==> src/rtl/core/ppsc_pkg.sv <==
// Package for the pulse-pattern shut-off controller.
// Holds the phase encoding, request kinds, register indexes and the shared structs.
// No dependencies.
package ppsc_pkg;

    localparam int unsigned CFG_W   = 20;
    localparam int unsigned INDEX_W = 3;

    typedef enum logic [3:0] {
        ST_IDLE    = 4'b0001,
        ST_MEASURE = 4'b0010,
        ST_WAIT    = 4'b0100,
        ST_CUT     = 4'b1000
    } ppsc_state_t;

    localparam logic [1:0] PHASE_IDLE    = 2'd0;
    localparam logic [1:0] PHASE_MEASURE = 2'd1;
    localparam logic [1:0] PHASE_WAIT    = 2'd2;
    localparam logic [1:0] PHASE_CUT     = 2'd3;

    localparam logic KIND_TICK  = 1'b0;
    localparam logic KIND_RESET = 1'b1;

    localparam logic [INDEX_W-1:0] REG_INVERT_INPUT   = 3'd0;
    localparam logic [INDEX_W-1:0] REG_INVERT_OUTPUT  = 3'd1;
    localparam logic [INDEX_W-1:0] REG_ACTIVE_LEVEL   = 3'd2;
    localparam logic [INDEX_W-1:0] REG_PULSE_MIN      = 3'd3;
    localparam logic [INDEX_W-1:0] REG_PULSE_MAX      = 3'd4;
    localparam logic [INDEX_W-1:0] REG_WAIT_TIME      = 3'd5;
    localparam logic [INDEX_W-1:0] REG_WAIT_TOLERANCE = 3'd6;
    localparam logic [INDEX_W-1:0] REG_CUT_DURATION   = 3'd7;

    typedef struct packed {
        logic             invert_input;
        logic             invert_output;
        logic             active_level;
        logic [CFG_W-1:0] pulse_min;
        logic [CFG_W-1:0] pulse_max;
        logic [CFG_W-1:0] wait_time;
        logic [CFG_W-1:0] wait_tolerance;
        logic [CFG_W-1:0] cut_duration;
    } ppsc_cfg_t;

    typedef struct packed {
        logic             drive_level;
        logic [1:0]       phase;
        logic [CFG_W-1:0] last_pulse_width;
    } ppsc_result_t;

endpackage

==> src/rtl/core/ppsc_engine.sv <==
// Tick engine of the pulse-pattern shut-off controller: phase FSM, time-since-edge counter,
// pulse width and cut counter, updated once per request. Depends on ppsc_pkg.
module ppsc_engine import ppsc_pkg::*;
#(
    parameter int unsigned TIME_WIDTH = 20
)
(
    input  logic         clk,
    input  logic         rst_n,
    input  logic         step_en,
    input  logic         kind,
    input  logic         input_level,
    input  ppsc_cfg_t    cfg_regs,
    output ppsc_result_t result_next
);

    localparam int unsigned CMP_W = (TIME_WIDTH > CFG_W + 1) ? TIME_WIDTH : CFG_W + 1;
    localparam logic [TIME_WIDTH-1:0] TIME_MAX = '1;

    ppsc_state_t           state_reg, state_next;
    logic                  entry_reg, entry_next;
    logic                  level_reg, level_next;
    logic [TIME_WIDTH-1:0] tse_reg, tse_next;
    logic [TIME_WIDTH-1:0] pw_reg, pw_next;
    logic [TIME_WIDTH-1:0] ce_reg, ce_next;

    logic                  level;
    logic                  changed;
    logic [TIME_WIDTH-1:0] elapsed;
    logic [TIME_WIDTH-1:0] ce_step;
    logic [CMP_W-1:0]      elapsed_x;
    logic [CMP_W-1:0]      pw_x;
    logic [CMP_W-1:0]      ce_x;
    logic [CMP_W-1:0]      window_x;
    logic [1:0]            phase_code;

    always_comb
    begin
        level     = input_level ^ cfg_regs.invert_input;
        changed   = level != level_reg;
        elapsed   = (tse_reg == TIME_MAX) ? tse_reg : tse_reg + 1'b1;
        elapsed_x = CMP_W'(elapsed);
        window_x  = CMP_W'({1'b0, cfg_regs.wait_time})
                  + CMP_W'({1'b0, cfg_regs.wait_tolerance});

        state_next = state_reg;
        level_next = level;
        tse_next   = changed ? '0 : elapsed;
        pw_next    = (changed && level_reg == cfg_regs.active_level) ? elapsed : pw_reg;
        pw_x       = CMP_W'(pw_next);
        ce_next    = ce_reg;
        ce_step    = (ce_reg == TIME_MAX) ? ce_reg : ce_reg + 1'b1;
        ce_x       = '0;

        unique case (state_reg)
            ST_IDLE:
            begin
                if (changed && level == cfg_regs.active_level)
                begin
                    state_next = ST_MEASURE;
                end
            end
            ST_MEASURE:
            begin
                if (changed)
                begin
                    if (level == cfg_regs.active_level)
                    begin
                        state_next = ST_IDLE;
                    end
                    else if (pw_x < CMP_W'(cfg_regs.pulse_min)
                             || pw_x > CMP_W'(cfg_regs.pulse_max))
                    begin
                        state_next = ST_IDLE;
                    end
                    else
                    begin
                        state_next = ST_WAIT;
                    end
                end
            end
            ST_WAIT:
            begin
                if (elapsed_x >= CMP_W'(cfg_regs.wait_time))
                begin
                    if (elapsed_x > window_x)
                    begin
                        state_next = ST_IDLE;
                    end
                    else if (changed)
                    begin
                        state_next = (level != cfg_regs.active_level) ? ST_IDLE : ST_CUT;
                    end
                end
            end
            ST_CUT:
            begin
                ce_next = entry_reg ? '0 : ce_step;
                ce_x    = CMP_W'(ce_next);
                if (ce_x >= CMP_W'(cfg_regs.cut_duration))
                begin
                    state_next = ST_IDLE;
                end
            end
            default:
            begin
                state_next = ST_IDLE;
            end
        endcase

        entry_next = state_next != state_reg;

        if (kind == KIND_RESET)
        begin
            state_next = ST_IDLE;
            entry_next = 1'b1;
            level_next = level_reg;
            tse_next   = '0;
            pw_next    = '0;
            ce_next    = '0;
        end

        unique case (state_next)
            ST_IDLE:    phase_code = PHASE_IDLE;
            ST_MEASURE: phase_code = PHASE_MEASURE;
            ST_WAIT:    phase_code = PHASE_WAIT;
            ST_CUT:     phase_code = PHASE_CUT;
            default:    phase_code = PHASE_IDLE;
        endcase

        result_next.drive_level      = (state_next == ST_CUT) ^ cfg_regs.invert_output;
        result_next.phase            = phase_code;
        result_next.last_pulse_width = pw_x[CFG_W-1:0] & {CFG_W{kind == KIND_TICK}};
    end

    always_ff @(posedge clk or negedge rst_n)
    begin
        if (!rst_n)
        begin
            state_reg <= ST_IDLE;
            entry_reg <= 1'b1;
            level_reg <= 1'b0;
            tse_reg   <= '0;
            pw_reg    <= '0;
            ce_reg    <= '0;
        end
        else if (step_en)
        begin
            state_reg <= state_next;
            entry_reg <= entry_next;
            level_reg <= level_next;
            tse_reg   <= tse_next;
            pw_reg    <= pw_next;
            ce_reg    <= ce_next;
        end
    end

    // A soft reset request leaves the engine idle with cleared counters.
    a_soft_reset: assert property (@(posedge clk) disable iff (!rst_n)
        step_en && kind == KIND_RESET |=> state_reg == ST_IDLE && tse_reg == '0
                                          && pw_reg == '0 && ce_reg == '0)
        else $error("soft reset did not clear the engine");

    // Shut-off is entered only from the waiting window.
    a_cut_entry: assert property (@(posedge clk) disable iff (!rst_n)
        step_en && state_reg != ST_WAIT && state_reg != ST_CUT |=> state_reg != ST_CUT)
        else $error("shut-off entered from a phase other than waiting");

    // Without a request the state does not move.
    a_hold: assert property (@(posedge clk) disable iff (!rst_n)
        !step_en |=> $stable(state_reg) && $stable(tse_reg) && $stable(ce_reg))
        else $error("engine state changed without a request");

    // Every phase change marks the new phase as freshly entered.
    a_entry_mark: assert property (@(posedge clk) disable iff (!rst_n)
        step_en && state_next != state_reg |=> entry_reg)
        else $error("phase change without entry mark");

endmodule

==> config.mk <==
export PLATFORM = sky130hd
export DESIGN_NAME = ppsc_engine
export DESIGN_NICKNAME = d
export VERILOG_FILES = /design/src/rtl/core/ppsc_pkg.sv /design/src/rtl/core/ppsc_engine.sv
export SDC_FILE = /design/constraint.sdc
export NUM_CORES = 1
export LEC_CHECK = 0
export BUFFER_PORTS_ARGS = -buffer_cell sky130_fd_sc_hd__buf_4
export CAP_MARGIN = 10
export CORE_MARGIN = 5
export CORE_UTILIZATION = 30
export DETAILED_ROUTE_END_ITERATION = 7
export PLACE_DENSITY = 0.49
export SLEW_MARGIN = 20
export SYNTH_ARGS = -nofsm -noshare
export SYNTH_HDL_FRONTEND = slang
export SYNTH_SLANG_ARGS = --single-unit
==> constraint.sdc <==
create_clock -name clk -period 9.62 [get_ports clk]
set_input_delay 0.481 -clock clk [delete_from_list [all_inputs] [get_ports clk]]
set_output_delay 0.481 -clock clk [all_outputs]
set_load 0.02 [all_outputs]
==> impl_metrics.env <==
export IMPL_status="finished clean"
export IMPL_grt_use_total=0.1504
export IMPL_synth_nets=1146
export IMPL_cp_top_family="compound AO/OA/AOI/OAI gates"
export IMPL_port_buffer_count=130
export IMPL_layout_commonest_cell="buf_4"
export IMPL_maxCapViolations=0
export IMPL_ir_drop_mv=0.07642
export IMPL_finalMaxSlewViolations=0
export IMPL_r2r_cells=17
export IMPL_hold_viol_final=0
export IMPL_cp_data_required_time_ns=9.14
export IMPL_drt_pass1_iter_count=6
export IMPL_ys_ff_latch=66
export IMPL_cp_max_fo=12
export IMPL_start_kind="flop"
export IMPL_drc=0
export IMPL_antenna_left=0
export IMPL_path_cells="ha_1 -> nand3_1 -> nor4_4 -> nand2_1 -> nand2_1 -> nor2_1 -> xnor2_1 -> a21oi_1 -> ha_1 -> and4_1 -> a21oi_1 -> nor2b_1 -> a2111oi_0 -> o31ai_1 -> a2111o_1 -> a211o_1 -> nor2_1 -> buf_4"
export IMPL_grt_use_met1=0.2246
export IMPL_cts_hold_buf=0
export IMPL_cts_inserted_buffers=9
export IMPL_layout_nets=1264
export IMPL_arrival_ns=5.37
export IMPL_met2_usage=0.2302
export IMPL_fin_skew_ns=0.007510
export IMPL_grt_busiest_layer="met2"
export IMPL_wl_um=21270
export IMPL_rsz0062_at_grt="no"
export IMPL_dpl_cell_count=1347
export IMPL_grt_met3_usage=0.02357
export IMPL_synthFlopType="dfrtp_1"
export IMPL_cellLeakagePower_nw=4.730
export IMPL_ys_types=67
export IMPL_syn_area_per_cell_um2=8.089
export IMPL_setup_violations=0
export IMPL_post_cts_buffers=0
export IMPL_cp_startpoint="tse_reg[0]"
export IMPL_cts_htree_levels=3
export IMPL_die_x_um=167.2
export IMPL_synthArstFlopShare=1.000
export IMPL_crit_path_end_kind="primary output"
export IMPL_tightest_slew_ns=1.097
export IMPL_grt_pass1_vias=6891
export IMPL_clkTransAtPathRegs_ns=0.06
export IMPL_via_per_inst=5.044
export IMPL_power_density_mw_per_mm2=107.8
export IMPL_seq_area_mm2=0.001654
export IMPL_reg2reg_to="entry_reg"
export IMPL_dieArea_mm2=0.02794
export IMPL_cts_sinks=66
export IMPL_min_period_ns=5.849
export IMPL_initial_core_util=0.3047
export IMPL_reg2reg_from="tse_reg[0]"
export IMPL_slew_headroom=0.2500
export IMPL_grt_max_degree=67
export IMPL_grt_pass1_wl_um=35060
export IMPL_synth_yosys_seq_area_share=0.2232
export IMPL_antennaDiodeCount=0
export IMPL_place_congestion=0.8270
export IMPL_slowest_delay_ns=0.55
export IMPL_synth_edf_count=0
export IMPL_setup_tns_ns=0
export IMPL_fmax_mhz=171.0
export IMPL_critical_path_class="reg -> out"
export IMPL_post_dp_hpwl_um=17090
export IMPL_fp_row_count=57
export IMPL_drtIter0Drc=390
export IMPL_fillCellCount=2561
export IMPL_area_delta_synth_final_pct=21.51
export IMPL_die_h_um=167.2
export IMPL_drt_wirelength_per_cell_um=15.63
export IMPL_cp_slowest_cell="a2111oi_0"
export IMPL_cts_resized=0
export IMPL_hold_path_class="in -> async"
export IMPL_cts_root_buf="clkbuf_16"
export IMPL_dr_total_vias=6865
export IMPL_antenna_found_initial=0
export IMPL_final_cell_mix="buf_4 (131), ha_1 (121), inv_1 (108)"
export IMPL_multi_input_area_mm2=0.005259
export IMPL_rrSetupSlack_ns=4.56
export IMPL_syn_inst=916
export IMPL_clk_latency_ns=0.33
export IMPL_crit_buf_inv=1
export IMPL_cts_tree="yes"
export IMPL_overflow=0
export IMPL_drive_gt1_frac=0.1736
export IMPL_period_share=0.6080
export IMPL_io_pins=131
export IMPL_core_area_mm2=0.02432
export IMPL_synth_warnings=0
export IMPL_cts_buffer_depth=2
export IMPL_netlist_area_mm2=0.007410
export IMPL_stdcell_count=1361
-- area by class of cell --
| type | count | area share |
|---|---|---|
| clock buffer | 11 | 0.02807 |
| inverter | 109 | 0.04544 |
| tap | 324 | 0.04503 |
| multi-input combinational | 717 | 0.5841 |
| clock inverter | 3 | 0.004447 |
| timing repair buffer | 131 | 0.1092 |
| sequential | 66 | 0.1837 |
-- metrics by stage --
step	hold slack (ns)	util	total power [W]	cell area, um^2	setup WS, ns
final	0.2811	0.3702	0.0009702	9004	3.771
after global routing	0.3562	0.3702	0.001039	9004	3.234
after CTS	0.3241	0.3702	0.0009802	9004	3.736
after detailed placement	0.4722	0.3582	0.0006450	8711	4.084
after global placement	0.4680	0.3582	0.0006451	8711	4.100
after floorplan	0.1854	-	0.0005229	7410	4.972
-- logic make-up after synthesis --
kind of cell | count (synthesis) | share of synthesized area
compound gates | 243 | 0.2200
mux | 20 | 0.02972
xor+xnor | 48 | 0.05775
fa+ha+maj | 122 | 0.2070
buf+inv | 133 | 0.06754
simple gates | 284 | 0.1947
flops | 66 | 0.2232
-- routing by layer --
layer / vias to the layer above / routed length, um
met5: - / 0
met4: 0 / 193
met3: 9 / 952
met2: 151 / 9094
met1: 3161 / 11030
li1: 3544 / -
-- worst max path at each step --
| stage | to | slack, ns | cells past startpoint |
|---|---|---|---|
| after detailed placement | result_next[22] | 4.08 | 19 |
| after floorplan | result_next[22] | 4.97 | 19 |
| final | result_next[21] | 3.77 | 18 |
| after global routing | result_next[21] | 3.23 | 18 |
| after CTS | result_next[21] | 3.74 | 18 |
| after global placement | result_next[22] | 4.10 | 19 |
-- power by group --
group / leakage, nW / switching (W) / internal [W]
Clock: 0.147 / 0.000121 / 0.000211
Combinational: 3.68 / 0.000189 / 0.000146
Sequential: 0.907 / 0.0000144 / 0.000289
Total: 4.73 / 0.000324 / 0.000646
-- cell usage after synthesis, types with 3 or more instances --
master / n / area (um^2)
nand3b_1: 5 / 37.54
o21a_1: 4 / 30.03
a311oi_1: 3 / 26.28
xnor2_1: 23 / 201.4
buf_1: 3 / 11.26
o22ai_1: 3 / 18.77
o31ai_1: 10 / 75.07
inv_1: 108 / 405.4
and4_1: 3 / 26.28
o2bb2ai_1: 9 / 78.83
nor4_1: 7 / 43.79
a21o_1: 23 / 172.7
o21ai_0: 43 / 215.2
mux2_2: 16 / 180.2
nand3_1: 27 / 135.1
mux2i_1: 4 / 40.04
a21oi_1: 70 / 350.3
a211o_1: 4 / 35.03
clkbuf_1: 20 / 75.07
a32o_1: 4 / 40.04
a2111oi_0: 5 / 43.79
or2_2: 5 / 31.28
nand4_1: 22 / 137.6
and3_1: 12 / 75.07
a31oi_1: 8 / 50.05
xor2_1: 24 / 210.2
a21boi_0: 6 / 45.04
nor2_1: 72 / 270.3
ha_1: 121 / 1514
a22o_1: 20 / 175.2
o211ai_1: 6 / 45.04
and2_1: 21 / 131.4
or4_1: 4 / 30.03
nand2_1: 68 / 255.2
nor3_1: 10 / 50.05
nand2b_1: 9 / 56.30
dfrtp_1: 64 / 1602
nor2b_1: 9 / 56.30
a211oi_1: 7 / 52.55
Power figures use the tool's default switching activity.
